<file path="src/rtl/core/pts_pkg.sv">
`timescale 1ns / 1ps
// ----------------------------------------------------------------------------
// pts_pkg
// Shared types and constants of the streaming PCHIP tangent core.
// ----------------------------------------------------------------------------
package pts_pkg;

    // Working width of products, quotients' numerators and denominators
    localparam int WW = 104;
    // Width of the serial multiplier's second operand
    localparam int MW = 36;

    localparam logic [1:0] ST_OK       = 2'd0;
    localparam logic [1:0] ST_BAD_TIME = 2'd1;
    localparam logic [1:0] ST_CLEARED  = 2'd2;

    localparam logic [1:0] PB_NEWEST = 2'd0;
    localparam logic [1:0] PB_PREV   = 2'd1;
    localparam logic [1:0] PB_BACK2  = 2'd2;

    typedef enum logic [2:0] {
        JK_CLEAR,
        JK_BAD,
        JK_FIRST,
        JK_SECOND,
        JK_GEN
    } t_kind;

    typedef struct packed {
        t_kind              kind;
        logic               prev2;
        logic [31:0]        h0;
        logic [31:0]        h1;
        logic signed [32:0] d0;
        logic signed [32:0] d1;
    } t_job;

    typedef struct packed {
        logic [1:0]  points_back;
        logic [31:0] slope;
        logic [1:0]  status;
        logic        last;
    } t_res;

    function automatic logic [32:0] mag33(input logic signed [32:0] d);
        mag33 = d[32] ? 33'(-d) : 33'(d);
    endfunction

endpackage

</file>
<file path="src/rtl/core/pts_fifo.sv">
`timescale 1ns / 1ps
// ----------------------------------------------------------------------------
// pts_fifo
// Small register FIFO with full and empty flags.
// ----------------------------------------------------------------------------
module pts_fifo #(
    parameter int W     = 8,
    parameter int DEPTH = 2
) (
    input  logic         i_clk,
    input  logic         i_rst_n,
    input  logic         i_wr,
    input  logic [W-1:0] i_wdata,
    output logic         o_full,
    input  logic         i_rd,
    output logic [W-1:0] o_rdata,
    output logic         o_empty
);
    localparam int AW = (DEPTH > 1) ? $clog2(DEPTH) : 1;
    localparam int CW = $clog2(DEPTH + 1);

    logic [W-1:0]  r_mem [DEPTH];
    logic [AW-1:0] r_wp;
    logic [AW-1:0] r_rp;
    logic [CW-1:0] r_cnt;
    logic          wr_en;
    logic          rd_en;

    assign wr_en   = i_wr && !o_full;
    assign rd_en   = i_rd && !o_empty;
    assign o_full  = (r_cnt == CW'(DEPTH));
    assign o_empty = (r_cnt == '0);
    assign o_rdata = r_mem[r_rp];

    always_ff @(posedge i_clk) begin
        if (!i_rst_n) begin
            r_wp  <= '0;
            r_rp  <= '0;
            r_cnt <= '0;
        end else begin
            if (wr_en) begin
                r_wp <= (r_wp == AW'(DEPTH - 1)) ? '0 : r_wp + 1'b1;
            end
            if (rd_en) begin
                r_rp <= (r_rp == AW'(DEPTH - 1)) ? '0 : r_rp + 1'b1;
            end
            r_cnt <= r_cnt + CW'(wr_en) - CW'(rd_en);
        end
    end

    always_ff @(posedge i_clk) begin
        if (wr_en) begin
            r_mem[r_wp] <= i_wdata;
        end
    end

    a_cnt_bound: assert property (@(posedge i_clk) disable iff (!i_rst_n)
        r_cnt <= CW'(DEPTH)) else $error("fifo count over depth");

    a_cnt_inc: assert property (@(posedge i_clk) disable iff (!i_rst_n)
        wr_en && !rd_en |=> r_cnt == $past(r_cnt) + 1'b1)
        else $error("fifo count lost a write");

endmodule

</file>
<file path="src/rtl/core/pts_front.sv">
`timescale 1ns / 1ps
// ----------------------------------------------------------------------------
// pts_front
// Accepts samples, keeps the two previous points and the count, and issues
// one classified job per accepted item.
// ----------------------------------------------------------------------------
module pts_front (
    input  logic               i_clk,
    input  logic               i_rst_n,
    input  logic               i_push,
    input  logic               i_cmd,
    input  logic [31:0]        i_time_ms,
    input  logic signed [31:0] i_sample_value,
    input  logic               i_q_full,
    output logic               o_full,
    output logic               o_job_wr,
    output pts_pkg::t_job      o_job
);
    logic [31:0] r_t1;
    logic [31:0] r_v1;
    logic [31:0] r_t0;
    logic [31:0] r_v0;
    logic [1:0]  r_cnt;
    logic        acc;
    logic        bad;

    assign o_full   = i_q_full;
    assign acc      = i_push && !i_q_full;
    assign o_job_wr = acc;
    assign bad      = (r_cnt != 2'd0) && (i_time_ms <= r_t1);

    always_comb begin
        if (i_cmd) begin
            o_job.kind = pts_pkg::JK_CLEAR;
        end else if (bad) begin
            o_job.kind = pts_pkg::JK_BAD;
        end else if (r_cnt == 2'd0) begin
            o_job.kind = pts_pkg::JK_FIRST;
        end else if (r_cnt == 2'd1) begin
            o_job.kind = pts_pkg::JK_SECOND;
        end else begin
            o_job.kind = pts_pkg::JK_GEN;
        end
        o_job.prev2 = (r_cnt == 2'd2);
        o_job.h1    = i_time_ms - r_t1;
        o_job.h0    = r_t1 - r_t0;
        o_job.d1    = $signed({i_sample_value[31], i_sample_value})
                    - $signed({r_v1[31], r_v1});
        o_job.d0    = $signed({r_v1[31], r_v1}) - $signed({r_v0[31], r_v0});
    end

    always_ff @(posedge i_clk) begin
        if (!i_rst_n) begin
            r_cnt <= 2'd0;
            r_t1  <= '0;
            r_v1  <= '0;
            r_t0  <= '0;
            r_v0  <= '0;
        end else if (acc) begin
            if (i_cmd) begin
                r_cnt <= 2'd0;
                r_t1  <= '0;
                r_v1  <= '0;
                r_t0  <= '0;
                r_v0  <= '0;
            end else if (!bad) begin
                // shift the window, saturate the count at three
                r_t0  <= r_t1;
                r_v0  <= r_v1;
                r_t1  <= i_time_ms;
                r_v1  <= i_sample_value;
                r_cnt <= (r_cnt == 2'd3) ? 2'd3 : r_cnt + 2'd1;
            end
        end
    end

    a_clear: assert property (@(posedge i_clk) disable iff (!i_rst_n)
        acc && i_cmd |=> r_cnt == 2'd0) else $error("clear left samples");

endmodule

</file>
<file path="src/rtl/core/pts_back.sv">
`timescale 1ns / 1ps
// ----------------------------------------------------------------------------
// pts_back
// Runs one job at a time: bit-serial multiplier and restoring divider,
// sequenced per tangent, results pushed into the result queue.
// ----------------------------------------------------------------------------
module pts_back (
    input  logic          i_clk,
    input  logic          i_rst_n,
    input  pts_pkg::t_job i_job,
    input  logic          i_job_empty,
    output logic          o_job_rd,
    output pts_pkg::t_res o_res,
    output logic          o_res_wr,
    input  logic          i_res_full
);
    localparam int WW = pts_pkg::WW;
    localparam int MW = pts_pkg::MW;

    typedef enum logic [4:0] {
        S_IDLE, S_EMIT, S_MUL,
        S_EP1, S_EP2, S_EQ1, S_EQ2, S_EDEC, S_EL2, S_ELC, S_ED2, S_EDV,
        S_ICHK, S_IN2, S_ID1, S_ID2, S_ID3, S_ID4, S_IDV,
        S_DIVC, S_DIV, S_RND
    } t_state;

    t_state        r_state;
    t_state        r_ret;
    pts_pkg::t_job r_job;
    logic [1:0]    r_pb;
    logic [31:0]   r_slope;
    logic          r_neg;
    logic [WW-1:0] r_ma;
    logic [MW-1:0] r_mb;
    logic [WW-1:0] r_acc;
    logic [WW-1:0] r_p;
    logic [WW-1:0] r_m;
    logic [WW-1:0] r_num;
    logic [WW-1:0] r_den;
    logic [WW-1:0] r_rem;
    logic [31:0]   r_dn;
    logic [31:0]   r_quo;
    logic [4:0]    r_cnt;

    // endpoint operands; the two-back point swaps the intervals
    logic               swap;
    logic [31:0]        ha;
    logic [31:0]        hb;
    logic signed [32:0] da;
    logic signed [32:0] db;
    logic [32:0]        ma;
    logic [32:0]        mb;
    logic [32:0]        a0;
    logic [32:0]        a1;
    logic [MW-1:0]      hab;
    logic [MW-1:0]      hsum;
    logic [WW-1:0]      da3;
    logic               same_sign;
    logic               int_zero;
    logic [WW:0]        r2;
    logic               r2_ge;
    logic               rnd_up;
    logic [32:0]        q33;
    logic [32:0]        lim33;
    logic [32:0]        qsat;
    logic [1:0]         status;
    logic               last;

    always_comb begin
        swap      = (r_pb == pts_pkg::PB_BACK2);
        ha        = swap ? r_job.h0 : r_job.h1;
        hb        = swap ? r_job.h1 : r_job.h0;
        da        = swap ? r_job.d0 : r_job.d1;
        db        = swap ? r_job.d1 : r_job.d0;
        ma        = pts_pkg::mag33(da);
        mb        = pts_pkg::mag33(db);
        a0        = pts_pkg::mag33(r_job.d0);
        a1        = pts_pkg::mag33(r_job.d1);
        hab       = MW'(ha) + MW'(hb);
        hsum      = MW'(r_job.h0) + MW'(r_job.h1);
        da3       = WW'(ma) + WW'({ma, 1'b0});
        same_sign = (db != '0) && (da[32] == db[32]);
        int_zero  = (r_job.d0 == '0) || (r_job.d1 == '0) || (r_job.d0[32] != r_job.d1[32]);
        r2        = {r_rem, r_dn[31]};
        r2_ge     = r2 >= {1'b0, r_den};
        rnd_up    = {r_rem, 1'b0} >= {1'b0, r_den};
        q33       = {1'b0, r_quo} + 33'(rnd_up);
        lim33     = r_neg ? 33'h080000000 : 33'h07FFFFFFF;
        qsat      = (q33 > lim33) ? lim33 : q33;
    end

    always_comb begin
        case (r_job.kind)
            pts_pkg::JK_CLEAR: status = pts_pkg::ST_CLEARED;
            pts_pkg::JK_BAD:   status = pts_pkg::ST_BAD_TIME;
            default:           status = pts_pkg::ST_OK;
        endcase
        case (r_job.kind)
            pts_pkg::JK_SECOND: last = (r_pb == pts_pkg::PB_PREV);
            pts_pkg::JK_GEN:    last = (r_pb == pts_pkg::PB_BACK2)
                                    || ((r_pb == pts_pkg::PB_PREV) && !r_job.prev2);
            default:            last = 1'b1;
        endcase
    end

    assign o_job_rd          = (r_state == S_IDLE) && !i_job_empty;
    assign o_res_wr          = (r_state == S_EMIT);
    assign o_res.points_back = r_pb;
    assign o_res.slope       = r_slope;
    assign o_res.status      = status;
    assign o_res.last        = last;

    always_ff @(posedge i_clk) begin
        if (!i_rst_n) begin
            r_state <= S_IDLE;
            r_ret   <= S_IDLE;
            r_pb    <= pts_pkg::PB_NEWEST;
        end else begin
            case (r_state)
                S_IDLE: begin
                    if (!i_job_empty) begin
                        r_job   <= i_job;
                        r_pb    <= pts_pkg::PB_NEWEST;
                        r_slope <= '0;
                        case (i_job.kind)
                            pts_pkg::JK_SECOND: begin
                                r_num   <= WW'(pts_pkg::mag33(i_job.d1));
                                r_den   <= WW'(i_job.h1);
                                r_neg   <= i_job.d1[32];
                                r_state <= S_DIVC;
                            end
                            pts_pkg::JK_GEN: r_state <= S_EP1;
                            default:         r_state <= S_EMIT;
                        endcase
                    end
                end
                S_EMIT: begin
                    if (!i_res_full) begin
                        case (r_job.kind)
                            pts_pkg::JK_SECOND: begin
                                if (r_pb == pts_pkg::PB_NEWEST) begin
                                    r_pb <= pts_pkg::PB_PREV;
                                end else begin
                                    r_state <= S_IDLE;
                                end
                            end
                            pts_pkg::JK_GEN: begin
                                if (r_pb == pts_pkg::PB_NEWEST) begin
                                    r_pb    <= pts_pkg::PB_PREV;
                                    r_state <= S_ICHK;
                                end else if (r_pb == pts_pkg::PB_PREV && r_job.prev2) begin
                                    r_pb    <= pts_pkg::PB_BACK2;
                                    r_state <= S_EP1;
                                end else begin
                                    r_state <= S_IDLE;
                                end
                            end
                            default: r_state <= S_IDLE;
                        endcase
                    end
                end
                S_MUL: begin
                    if (r_mb == '0) begin
                        r_state <= r_ret;
                    end else begin
                        if (r_mb[0]) begin
                            r_acc <= r_acc + r_ma;
                        end
                        r_ma <= r_ma << 1;
                        r_mb <= r_mb >> 1;
                    end
                end
                // endpoint tangent
                S_EP1: begin
                    r_neg <= da[32];
                    if (da == '0) begin
                        r_slope <= '0;
                        r_state <= S_EMIT;
                    end else begin
                        r_ma    <= WW'({ha, 1'b0}) + WW'(hb);
                        r_mb    <= MW'(ma);
                        r_acc   <= '0;
                        r_ret   <= S_EP2;
                        r_state <= S_MUL;
                    end
                end
                S_EP2: begin
                    r_ma    <= r_acc;
                    r_mb    <= MW'(hb);
                    r_acc   <= '0;
                    r_ret   <= S_EQ1;
                    r_state <= S_MUL;
                end
                S_EQ1: begin
                    r_p     <= r_acc;
                    r_ma    <= WW'(ha);
                    r_mb    <= MW'(ha);
                    r_acc   <= '0;
                    r_ret   <= S_EQ2;
                    r_state <= S_MUL;
                end
                S_EQ2: begin
                    r_ma    <= r_acc;
                    r_mb    <= MW'(mb);
                    r_acc   <= '0;
                    r_ret   <= S_EDEC;
                    r_state <= S_MUL;
                end
                S_EDEC: begin
                    if (same_sign) begin
                        if (r_p <= r_acc) begin
                            r_slope <= '0;
                            r_state <= S_EMIT;
                        end else begin
                            r_m     <= r_p - r_acc;
                            r_ma    <= WW'(ha);
                            r_mb    <= MW'(hb);
                            r_acc   <= '0;
                            r_ret   <= S_ED2;
                            r_state <= S_MUL;
                        end
                    end else begin
                        // opposite or flat neighbouring secant: limit against three times the secant
                        r_m     <= r_p + r_acc;
                        r_ma    <= da3;
                        r_mb    <= MW'(hb);
                        r_acc   <= '0;
                        r_ret   <= S_EL2;
                        r_state <= S_MUL;
                    end
                end
                S_EL2: begin
                    r_ma    <= r_acc;
                    r_mb    <= hab;
                    r_acc   <= '0;
                    r_ret   <= S_ELC;
                    r_state <= S_MUL;
                end
                S_ELC: begin
                    if (r_m > r_acc) begin
                        r_num   <= da3;
                        r_den   <= WW'(ha);
                        r_state <= S_DIVC;
                    end else begin
                        r_ma    <= WW'(ha);
                        r_mb    <= MW'(hb);
                        r_acc   <= '0;
                        r_ret   <= S_ED2;
                        r_state <= S_MUL;
                    end
                end
                S_ED2: begin
                    r_ma    <= r_acc;
                    r_mb    <= hab;
                    r_acc   <= '0;
                    r_ret   <= S_EDV;
                    r_state <= S_MUL;
                end
                S_EDV: begin
                    r_num   <= r_m;
                    r_den   <= r_acc;
                    r_state <= S_DIVC;
                end
                // interior tangent, weighted harmonic mean
                S_ICHK: begin
                    r_neg <= r_job.d0[32];
                    if (int_zero) begin
                        r_slope <= '0;
                        r_state <= S_EMIT;
                    end else begin
                        r_ma    <= WW'(a0);
                        r_mb    <= MW'(a1);
                        r_acc   <= '0;
                        r_ret   <= S_IN2;
                        r_state <= S_MUL;
                    end
                end
                S_IN2: begin
                    r_ma    <= r_acc;
                    r_mb    <= hsum + (hsum << 1);
                    r_acc   <= '0;
                    r_ret   <= S_ID1;
                    r_state <= S_MUL;
                end
                S_ID1: begin
                    r_m     <= r_acc;
                    r_ma    <= WW'({r_job.h1, 1'b0}) + WW'(r_job.h0);
                    r_mb    <= MW'(r_job.h0);
                    r_acc   <= '0;
                    r_ret   <= S_ID2;
                    r_state <= S_MUL;
                end
                S_ID2: begin
                    r_ma    <= r_acc;
                    r_mb    <= MW'(a1);
                    r_acc   <= '0;
                    r_ret   <= S_ID3;
                    r_state <= S_MUL;
                end
                S_ID3: begin
                    r_p     <= r_acc;
                    r_ma    <= WW'(r_job.h1) + WW'({r_job.h0, 1'b0});
                    r_mb    <= MW'(r_job.h1);
                    r_acc   <= '0;
                    r_ret   <= S_ID4;
                    r_state <= S_MUL;
                end
                S_ID4: begin
                    r_ma    <= r_acc;
                    r_mb    <= MW'(a0);
                    r_acc   <= '0;
                    r_ret   <= S_IDV;
                    r_state <= S_MUL;
                end
                S_IDV: begin
                    r_num   <= r_m;
                    r_den   <= r_p + r_acc;
                    r_state <= S_DIVC;
                end
                // quotient of 2^32 or more saturates at once
                S_DIVC: begin
                    if (WW'(r_num[WW-1:32]) >= r_den) begin
                        r_slope <= r_neg ? 32'h80000000 : 32'h7FFFFFFF;
                        r_state <= S_EMIT;
                    end else begin
                        r_rem   <= WW'(r_num[WW-1:32]);
                        r_dn    <= r_num[31:0];
                        r_quo   <= '0;
                        r_cnt   <= '0;
                        r_state <= S_DIV;
                    end
                end
                S_DIV: begin
                    r_rem <= r2_ge ? WW'(r2 - {1'b0, r_den}) : r2[WW-1:0];
                    r_quo <= {r_quo[30:0], r2_ge};
                    r_dn  <= r_dn << 1;
                    r_cnt <= r_cnt + 5'd1;
                    if (r_cnt == 5'd31) begin
                        r_state <= S_RND;
                    end
                end
                S_RND: begin
                    r_slope <= r_neg ? 32'(-qsat) : qsat[31:0];
                    r_state <= S_EMIT;
                end
                default: r_state <= S_IDLE;
            endcase
        end
    end

    a_rem_below: assert property (@(posedge i_clk) disable iff (!i_rst_n)
        r_state == S_DIV |-> r_rem < r_den) else $error("remainder not below divisor");

    a_simple_zero: assert property (@(posedge i_clk) disable iff (!i_rst_n)
        r_state == S_EMIT && r_job.kind != pts_pkg::JK_GEN
        && r_job.kind != pts_pkg::JK_SECOND |-> r_slope == '0)
        else $error("nonzero slope on status result");

endmodule

</file>
<file path="src/rtl/core/pchip_tangent_stream_core.sv">
`timescale 1ns / 1ps
// ----------------------------------------------------------------------------
// pchip_tangent_stream_core
// Streaming PCHIP tangents for time-stamped Q16.16 samples.
// ----------------------------------------------------------------------------
// Input side is a queue: drive i_cmd, i_time_ms, i_sample_value with push;
// the sample transfers when push is high and full is low. Results come out
// of a four-entry queue: while empty is low the oldest result sits on
// o_points_back, o_slope_q, o_status, o_last_of_run and transfers on pop.
// The front updates the sample window as the item transfers and queues a
// job (two entries); the back works one job at a time. A clear, a rejected
// time or a first sample goes straight to the result queue. A second sample
// takes one division; a later one takes up to 22 products and 3 divisions,
// fewer where secants are flat or change sign, on the shared bit-serial
// multiplier (one bit of the second operand per cycle) and the 32-step
// restoring divider.
// When the receiver stalls the result queue fills, the back waits, and then
// the job queue fills and full rises; nothing is dropped. Reset empties both
// queues and clears the window and count.
// ----------------------------------------------------------------------------
module pchip_tangent_stream_core (
    input  logic               i_clk,
    input  logic               i_rst_n,
    input  logic               push,
    output logic               full,
    input  logic               i_cmd,
    input  logic [31:0]        i_time_ms,
    input  logic signed [31:0] i_sample_value,
    output logic               empty,
    input  logic               pop,
    output logic [1:0]         o_points_back,
    output logic signed [31:0] o_slope_q,
    output logic [1:0]         o_status,
    output logic               o_last_of_run
);
    localparam int JW = $bits(pts_pkg::t_job);
    localparam int RW = $bits(pts_pkg::t_res);

    pts_pkg::t_job job_in;
    pts_pkg::t_job job_out;
    pts_pkg::t_res res_in;
    pts_pkg::t_res res_out;
    logic          job_wr;
    logic          job_full;
    logic          job_rd;
    logic          job_empty;
    logic          res_wr;
    logic          res_full;

    pts_front u_front (
        .i_clk          (i_clk),
        .i_rst_n        (i_rst_n),
        .i_push         (push),
        .i_cmd          (i_cmd),
        .i_time_ms      (i_time_ms),
        .i_sample_value (i_sample_value),
        .i_q_full       (job_full),
        .o_full         (full),
        .o_job_wr       (job_wr),
        .o_job          (job_in)
    );

    pts_fifo #(.W(JW), .DEPTH(2)) u_jobq (
        .i_clk   (i_clk),
        .i_rst_n (i_rst_n),
        .i_wr    (job_wr),
        .i_wdata (job_in),
        .o_full  (job_full),
        .i_rd    (job_rd),
        .o_rdata (job_out),
        .o_empty (job_empty)
    );

    pts_back u_back (
        .i_clk       (i_clk),
        .i_rst_n     (i_rst_n),
        .i_job       (job_out),
        .i_job_empty (job_empty),
        .o_job_rd    (job_rd),
        .o_res       (res_in),
        .o_res_wr    (res_wr),
        .i_res_full  (res_full)
    );

    pts_fifo #(.W(RW), .DEPTH(4)) u_resq (
        .i_clk   (i_clk),
        .i_rst_n (i_rst_n),
        .i_wr    (res_wr),
        .i_wdata (res_in),
        .o_full  (res_full),
        .i_rd    (pop),
        .o_rdata (res_out),
        .o_empty (empty)
    );

    assign o_points_back = res_out.points_back;
    assign o_slope_q     = res_out.slope;
    assign o_status      = res_out.status;
    assign o_last_of_run = res_out.last;

endmodule

</file>
<file path="config.mk">
export PLATFORM = sky130hd
export DESIGN_NAME = pchip_tangent_stream_core
export DESIGN_NICKNAME = d
export VERILOG_FILES = /design/src/rtl/core/pts_pkg.sv /design/src/rtl/core/pts_fifo.sv /design/src/rtl/core/pts_front.sv /design/src/rtl/core/pts_back.sv /design/src/rtl/core/pchip_tangent_stream_core.sv
export SDC_FILE = /design/constraint.sdc
export NUM_CORES = 2
export LEC_CHECK = 0
export BUFFER_PORTS_ARGS = -buffer_cell sky130_fd_sc_hd__buf_2
export CAP_MARGIN = 25
export CORE_MARGIN = 4
export CORE_UTILIZATION = 45
export CTS_BUF_LIST = sky130_fd_sc_hd__clkbuf_4
export CTS_CLUSTER_DIAMETER = 30
export DETAILED_ROUTE_END_ITERATION = 16
export GPL_TIMING_DRIVEN = 0
export PLACE_DENSITY = 0.67
export SYNTH_ARGS = -nofsm -noshare
export SYNTH_HDL_FRONTEND = slang
export SYNTH_SLANG_ARGS = --single-unit
</file>
<file path="constraint.sdc">
create_clock -name i_clk -period 38 [get_ports i_clk]
set_input_delay 11.4 -clock i_clk [delete_from_list [all_inputs] [get_ports i_clk]]
set_output_delay 11.4 -clock i_clk [all_outputs]
set_load 0.01 [all_outputs]
</file>
Word-level counts from Yosys, hierarchy flattened
Memories as Yosys holds them, arrays and structs flattened. A register that Yosys moved wholly into a read port is not among the register bits.
Index checks and enable logic that the tools add are counted.
{"block": "totals", "memories": 2, "wordCells": 320, "ram_bits": 416, "output_inout_bits": 39, "inputBits": 69, "register_bits": 1153}
{"block": "classes", "mux": 123, "add_sub_neg": 32, "bitwise_logic": 1, "n_reduce_logical": 61, "magnitude_cmp": 7, "eq_ne": 61}
{"memory": "u_jobq.r_mem", "depth": 2, "width": 134, "rd": 1, "rd_ports_with_merged_regs": 1, "write_ports": 1, "line_no": "pts_fifo.sv:22", "rtl": "logic [W-1:0] r_mem [DEPTH];"}
{"memory": "u_resq.r_mem", "depth": 4, "width": 37, "rd": 1, "rd_ports_with_merged_regs": 1, "write_ports": 1, "line_no": "pts_fifo.sv:22"}
{"operator": "$mux W104", "n": 23}
{"operator": "$pmux W104 S9", "n": 1}
{"operator": "$mux W32", "n": 22}
{"operator": "$pmux W104 S6", "n": 1}
{"operator": "$pmux W36 S14", "n": 1}
{"operator": "$pmux W104 S2", "n": 2}
{"operator": "$pmux W104 S4", "n": 1}
{"operator": "$pmux W104 S3", "n": 1}
{"operator": "$mux W33", "n": 7}
{"operator": "$mux W36", "n": 6}
{"operator": "$ge A105 B104 Y1", "n": 2}
{"operator": "$add A104 B104 Y104", "n": 2}
{"operator": "$sub A104 B104 Y104", "n": 2}
{"operator": "$pmux W32 S6", "n": 1}
{"operator": "$neg A33 Y33", "n": 5}
{"operator": "$pmux W32 S2", "n": 2}
{"operator": "$ge A72 B104 Y1", "n": 1}
{"operator": "$gt A104 B104 Y1", "n": 1}
{"operator": "$le A104 B104 Y1", "n": 1}
{"operator": "$logic_not A33 Y1", "n": 3}
{"operator": "$mux W5", "n": 14}
{"operator": "$pmux W5 S14", "n": 1}
{"operator": "$add A33 B32 Y34", "n": 2}
{"operator": "$add A32 B32 Y33", "n": 2}
{"operator": "other kinds (65)", "n": 181}

Longest topological paths before layout
{"block": "depth", "word_depth": 7, "ltp_mapped": 44, "ltp_nobuf": 42}

Cells and area by module
From an unflattened synthesis, not the netlist that was laid out.
{"block": "hier_totals", "cells_unflattened": 12999, "area_unflattened_um2": 119390.8}
{"mod": "pts_back", "seq_area_each_um2": 30239.0, "area_each_um2": 90498.0, "instances": 1, "cells_each": 10568}
{"mod": "pts_front", "seq_area_each_um2": 2602.5, "area_each_um2": 12871.1, "instances": 1, "cells_each": 1741}
{"mod": "pts_fifo at u_jobq", "seq_area_each_um2": 8147.8, "area_each_um2": 10141.0, "instances": 1, "cells_each": 444}
{"mod": "pts_fifo at u_resq", "seq_area_each_um2": 4624.4, "area_each_um2": 5880.6, "instances": 1, "cells_each": 246}

Least setup slack after synthesis
Ideal clock, no wire load.
{"block": "synth_timing", "kind": "input-to-reg", "startpoint": "input i_rst_n", "endpoint": "register u_back.r_cnt[0], enable pin", "t_arrival_ns": 24.840, "required_ns": 37.039, "setup_ns": 0.961, "path_buffers": 3, "path_slack_ns": 12.199, "path_stages": 5, "path_cell_list": "clkbuf_1 -> clkinv_1 -> clkbuf_1 -> clkbuf_1 -> a211oi_1"}
{"block": "synth_via", "elab_chain_len": 1}
{"item": "start: declaration", "line_no": "pchip_tangent_stream_core.sv:23", "rtl": "input logic i_rst_n,"}
{"item": "$reduce_and A3 Y1 (no line)"}
{"item": "end signal: assignment", "line_no": "pts_back.sv:337", "rtl": "r_cnt <= r_cnt + 5'd1;"}
{"item": "end: declaration", "line_no": "pts_back.sv:43", "rtl": "logic [4:0] r_cnt;"}
Every way passes these cells.
A chain may end at the register's enable or synchronous reset.

Worst setup path in the final report
{"block": "layout_timing", "startpoint": "input i_time_ms[0]", "endpoint": "register u_front.r_t1[1]"}
{"block": "layout_via", "elab_chain_len": 4}
{"item": "start: declaration", "line_no": "pchip_tangent_stream_core.sv:27", "rtl": "input logic [31:0] i_time_ms,"}
{"item": "$le A32 B32 Y1", "line_no": "pts_front.sv:30", "rtl": "assign bad = (r_cnt != 2'd0) && (i_time_ms <= r_t1);"}
{"item": "$logic_and A1 B1 Y1", "line_no": "pts_front.sv:30"}
{"item": "$ne A2 B2 Y1 (no line)"}
{"item": "$reduce_and A2 Y1 (no line)"}
{"item": "end signal: assignment", "line_no": "pts_front.sv:70", "rtl": "r_t1 <= i_time_ms;"}
{"item": "end: declaration", "line_no": "pts_front.sv:19", "rtl": "logic [31:0] r_t1;"}
Every way passes these cells.

==> run metrics <==
outcome=finished, final reports clean; crit start category=input pin; vias in the first global route=101300; Synth Warn #=0; DRC=0; CTS H-tree lvls=5; Reg-to-Reg Start=u_back.r_pb[1]$_SDFFE_PN0P_; main flop type after synthesis=edfxtp_1; EDFF count, synth=1415; Post-synth ARST share=0%; FF-to-FF End=u_back.r_ma[22]$_DFFE_PP_; endpoints failing hold=0; Vias/cell=6.415; critical path fanouts, max=10; CTS tree=yes; Seq/Total Area, Yosys=39.14%; Worst setup EP type=flop; final setup vio count=0; DRT Wirelength=536.7 mm; wire per inst=31.25 µm; io pins=108; Core Util, Final=50.60%; Layout Nets=14450; CTS sink count=1571; VDD IR max=52.07 µV; clk slew on worst S/H paths=0.07 ns; Layout Area Growth over Synthesis=11.75%; RSZ-0062 raised after global routing=no; relative slew slack=2.774%; Reg2Reg Depth=28; slew of the pin with the lowest slew margin=1.458 ns; CTS Buffer Depth=4; Worst Path Required=39.29 ns; post-DP HPWL=433.7 mm; initial antenna violation count=64; Fmax achieved=0.06250 GHz; GPL Wtd Cong=1.101; Worst Hold Class=flop to flop; Mapped Avg Cell Area=9.213 µm²; Hold Path Sink=u_back.r_dn[12]$_DFFE_PP_; Fin Hold WS=0.4583 ns; largest net degree at the start of global routing=63; GRT Util Overall=38.60%; setup tns final=0 ns; Hold Crit Start=u_back.r_dn[11]$_DFFE_PP_; Die Wd=516.9 µm; cts hold-fix bufs=0; period utilisation layout=42.11%; overflow left after global routing=0; post-synth cell types=97; FF-to-FF setup slack=25.65 ns; initial drt markers=15930; syn_nets=13690; Die Footprint=0.2672 mm²; min cycle time layout=16.00 ns; layout cells sized above 1=10.11%; Mapped Area=0.1165 mm²; post-CTS resize count=0; core box area=0.2574 mm²; global-route wire length before repair=743.7 mm; antenna-violating nets left=0; Syn Inst Count=12650; Root Buffer=clkbuf_4; Detailed Routing Iterations Pass 1=9; crit path kind=input pin to flop; total of max-cap violations=0; WHS Path Cells=2; LEAKAGE=50.89 nW; PD cells=68.60 mW/mm²; Clock Skews=0.1881 ns; Post-CTS Setup Bufs=0; Num CTS Buffers=459; initial core utilization=45.28%; clock latency on the worst-skew pair=1.49 ns; CP arrival=17.29 ns; Final Max Slew Viols=0; Vert. Die Dim=516.9 µm; DR vias=110200; Synth Register Bits=1571; cell row count=186; port bufs=106
## area by class of cell
cell class	count	area, µm²
antenna	27	67.56
tap	3384	4234
timing repair buffer	292	3004
buffer	612	2380
multi-input combinational	9752	66040
clock inverter	196	1499
fill	24580	127200
sequential	1571	45610
clock buffer	627	4707
inverter	715	2684
## power breakdown
group / total, mW / internal [mW] / switching [mW]
sequential: 2.55 / 2.27 / 0.281
clock: 1.73 / 0.924 / 0.808
combinational: 4.65 / 1.51 / 3.14
total: 8.93 / 4.71 / 4.23
## sequential cells by signal, indices dropped and copies added, names as in the netlist, 32 cells and up, named ones only
signal,count
u_back.r_dn,32
u_resq.r_mem,148
u_back.r_job,134
u_back.r_p,104
u_back.r_ma,104
u_back.r_m,104
u_front.r_v1,32
u_jobq.r_mem,268
u_back.r_num,104
u_front.r_t1,32
u_front.r_v0,32
u_back.r_den,104
u_back.r_mb,35
u_back.r_acc,104
u_front.r_t0,32
u_back.r_quo,32
u_back.r_slope,32
u_back.r_rem,104
## logic make-up after synthesis
family,Yosys count,synth area share (%)
AOI/OAI and AO/OA,3883,21.29
xor gates and xnor gates,834,6.268
adders and majority gates,975,10.56
buffers and inverters,1327,4.334
DFF,1571,39.14
muxes,320,3.274
and+or+nand+nor,3740,15.13
## placed cells by master (no fill, tap or decap), types with 240 or more instances in the layout
cell type	count
nand2_1	1147
a21o_1	388
inv_1	711
xnor2_1	595
nor3_1	240
ha_1	960
nor2_1	1042
nand3_1	278
clkbuf_1	497
o21ai_0	782
a21oi_1	1272
clkbuf_4	641
edfxtp_1	1415
## worst max-delay path by stage
stage	startpoint	to	cells past startpoint	slack (ns)
after floorplan	i_rst_n	u_back.r_cnt[0]$_SDFFCE_PN0P_	5	12.20
after global placement	i_rst_n	u_back.r_rem[46]$_DFFE_PP_	5	3.92
after detailed placement	i_time_ms[0]	u_front.r_v0[26]$_SDFFE_PN0P_	20	20.48
after CTS	i_time_ms[0]	u_front.r_t1[1]$_SDFFE_PN0P_	20	22.05
after global routing	i_time_ms[0]	u_front.r_t1[0]$_SDFFE_PN0P_	21	21.72
final	i_time_ms[0]	u_front.r_t1[1]$_SDFFE_PN0P_	21	22.00
## Yosys cell counts, types with 71 or more instances
cell,number,area [µm²]
a31oi_1,110,688.2
xor2_1,239,2093
and3_1,78,488.0
a21oi_1,1273,6371
nor2b_1,129,807.0
o21bai_1,164,1231
ha_1,960,12010
xnor2_1,595,5211
o41ai_1,87,762.0
nand2_1,1147,4305
o21ai_0,782,3914
nor3_1,247,1236
dfxtp_1,156,3123
o21a_1,118,885.9
clkbuf_1,507,1903
nand2b_1,116,725.7
nor2_1,1043,3915
edfxtp_1,1415,42490
a221oi_1,99,867.1
a211oi_1,76,570.6
mux2i_1,163,1632
o31ai_1,99,743.2
a21o_1,388,2913
nor4_1,87,544.3
and2_1,153,957.2
inv_1,711,2669
or3_1,71,444.2
nand3_1,278,1391
mux2_2,120,1351
a22o_1,83,727.0
nand4_1,186,1164
o211ai_1,79,593.1
## per-stage QoR
| step | power (mW) | setup slack (ns) | instances | area [µm²] |
|---|---|---|---|---|
| 3_5_place_dp | 6.944 | 20.48 | 16300 | 123700 |
| 3_3_place_gp | 6.926 | 3.923 | 16140 | 121300 |
| 5_1_grt | 9.238 | 21.72 | 17150 | 130200 |
| 4_1_cts | 8.696 | 22.05 | 17120 | 129900 |
| 2_1_floorplan | 5.182 | 12.20 | 12650 | 116500 |
| 6_report | 8.934 | 22.00 | 17180 | 130200 |
## routing by layer
| layer | part of all wire [%] | global-route usage (%) | routed length (µm) |
|---|---|---|---|
| met1 | 41 | 52.63 | 218900 |
| met2 | 39 | 52.38 | 208600 |
| met3 | 14 | 14.04 | 72880 |
| met4 | 6.7 | 21.77 | 36060 |
| met5 | 0.045 | 0 | 242 |
## worst max-delay path: stages
cell,delay (ns)
buf_2,0.07
inv_1,0.10
ha_1,0.26
fa_1,0.43
nor2b_1,0.13
o21ai_0,0.10
a21boi_0,0.26
o21ai_0,0.15
a21o_1,0.23
a21oi_1,0.17
o21ai_0,0.20
a31oi_1,0.69
a21oi_1,0.29
o22ai_1,0.73
o21ai_2,0.50
buf_2,0.36
clkbuf_1,0.25
buf_8,0.22
clkbuf_1,0.24
buf_8,0.23
o41ai_1,0.24
(Power assumes the default switching activity.)
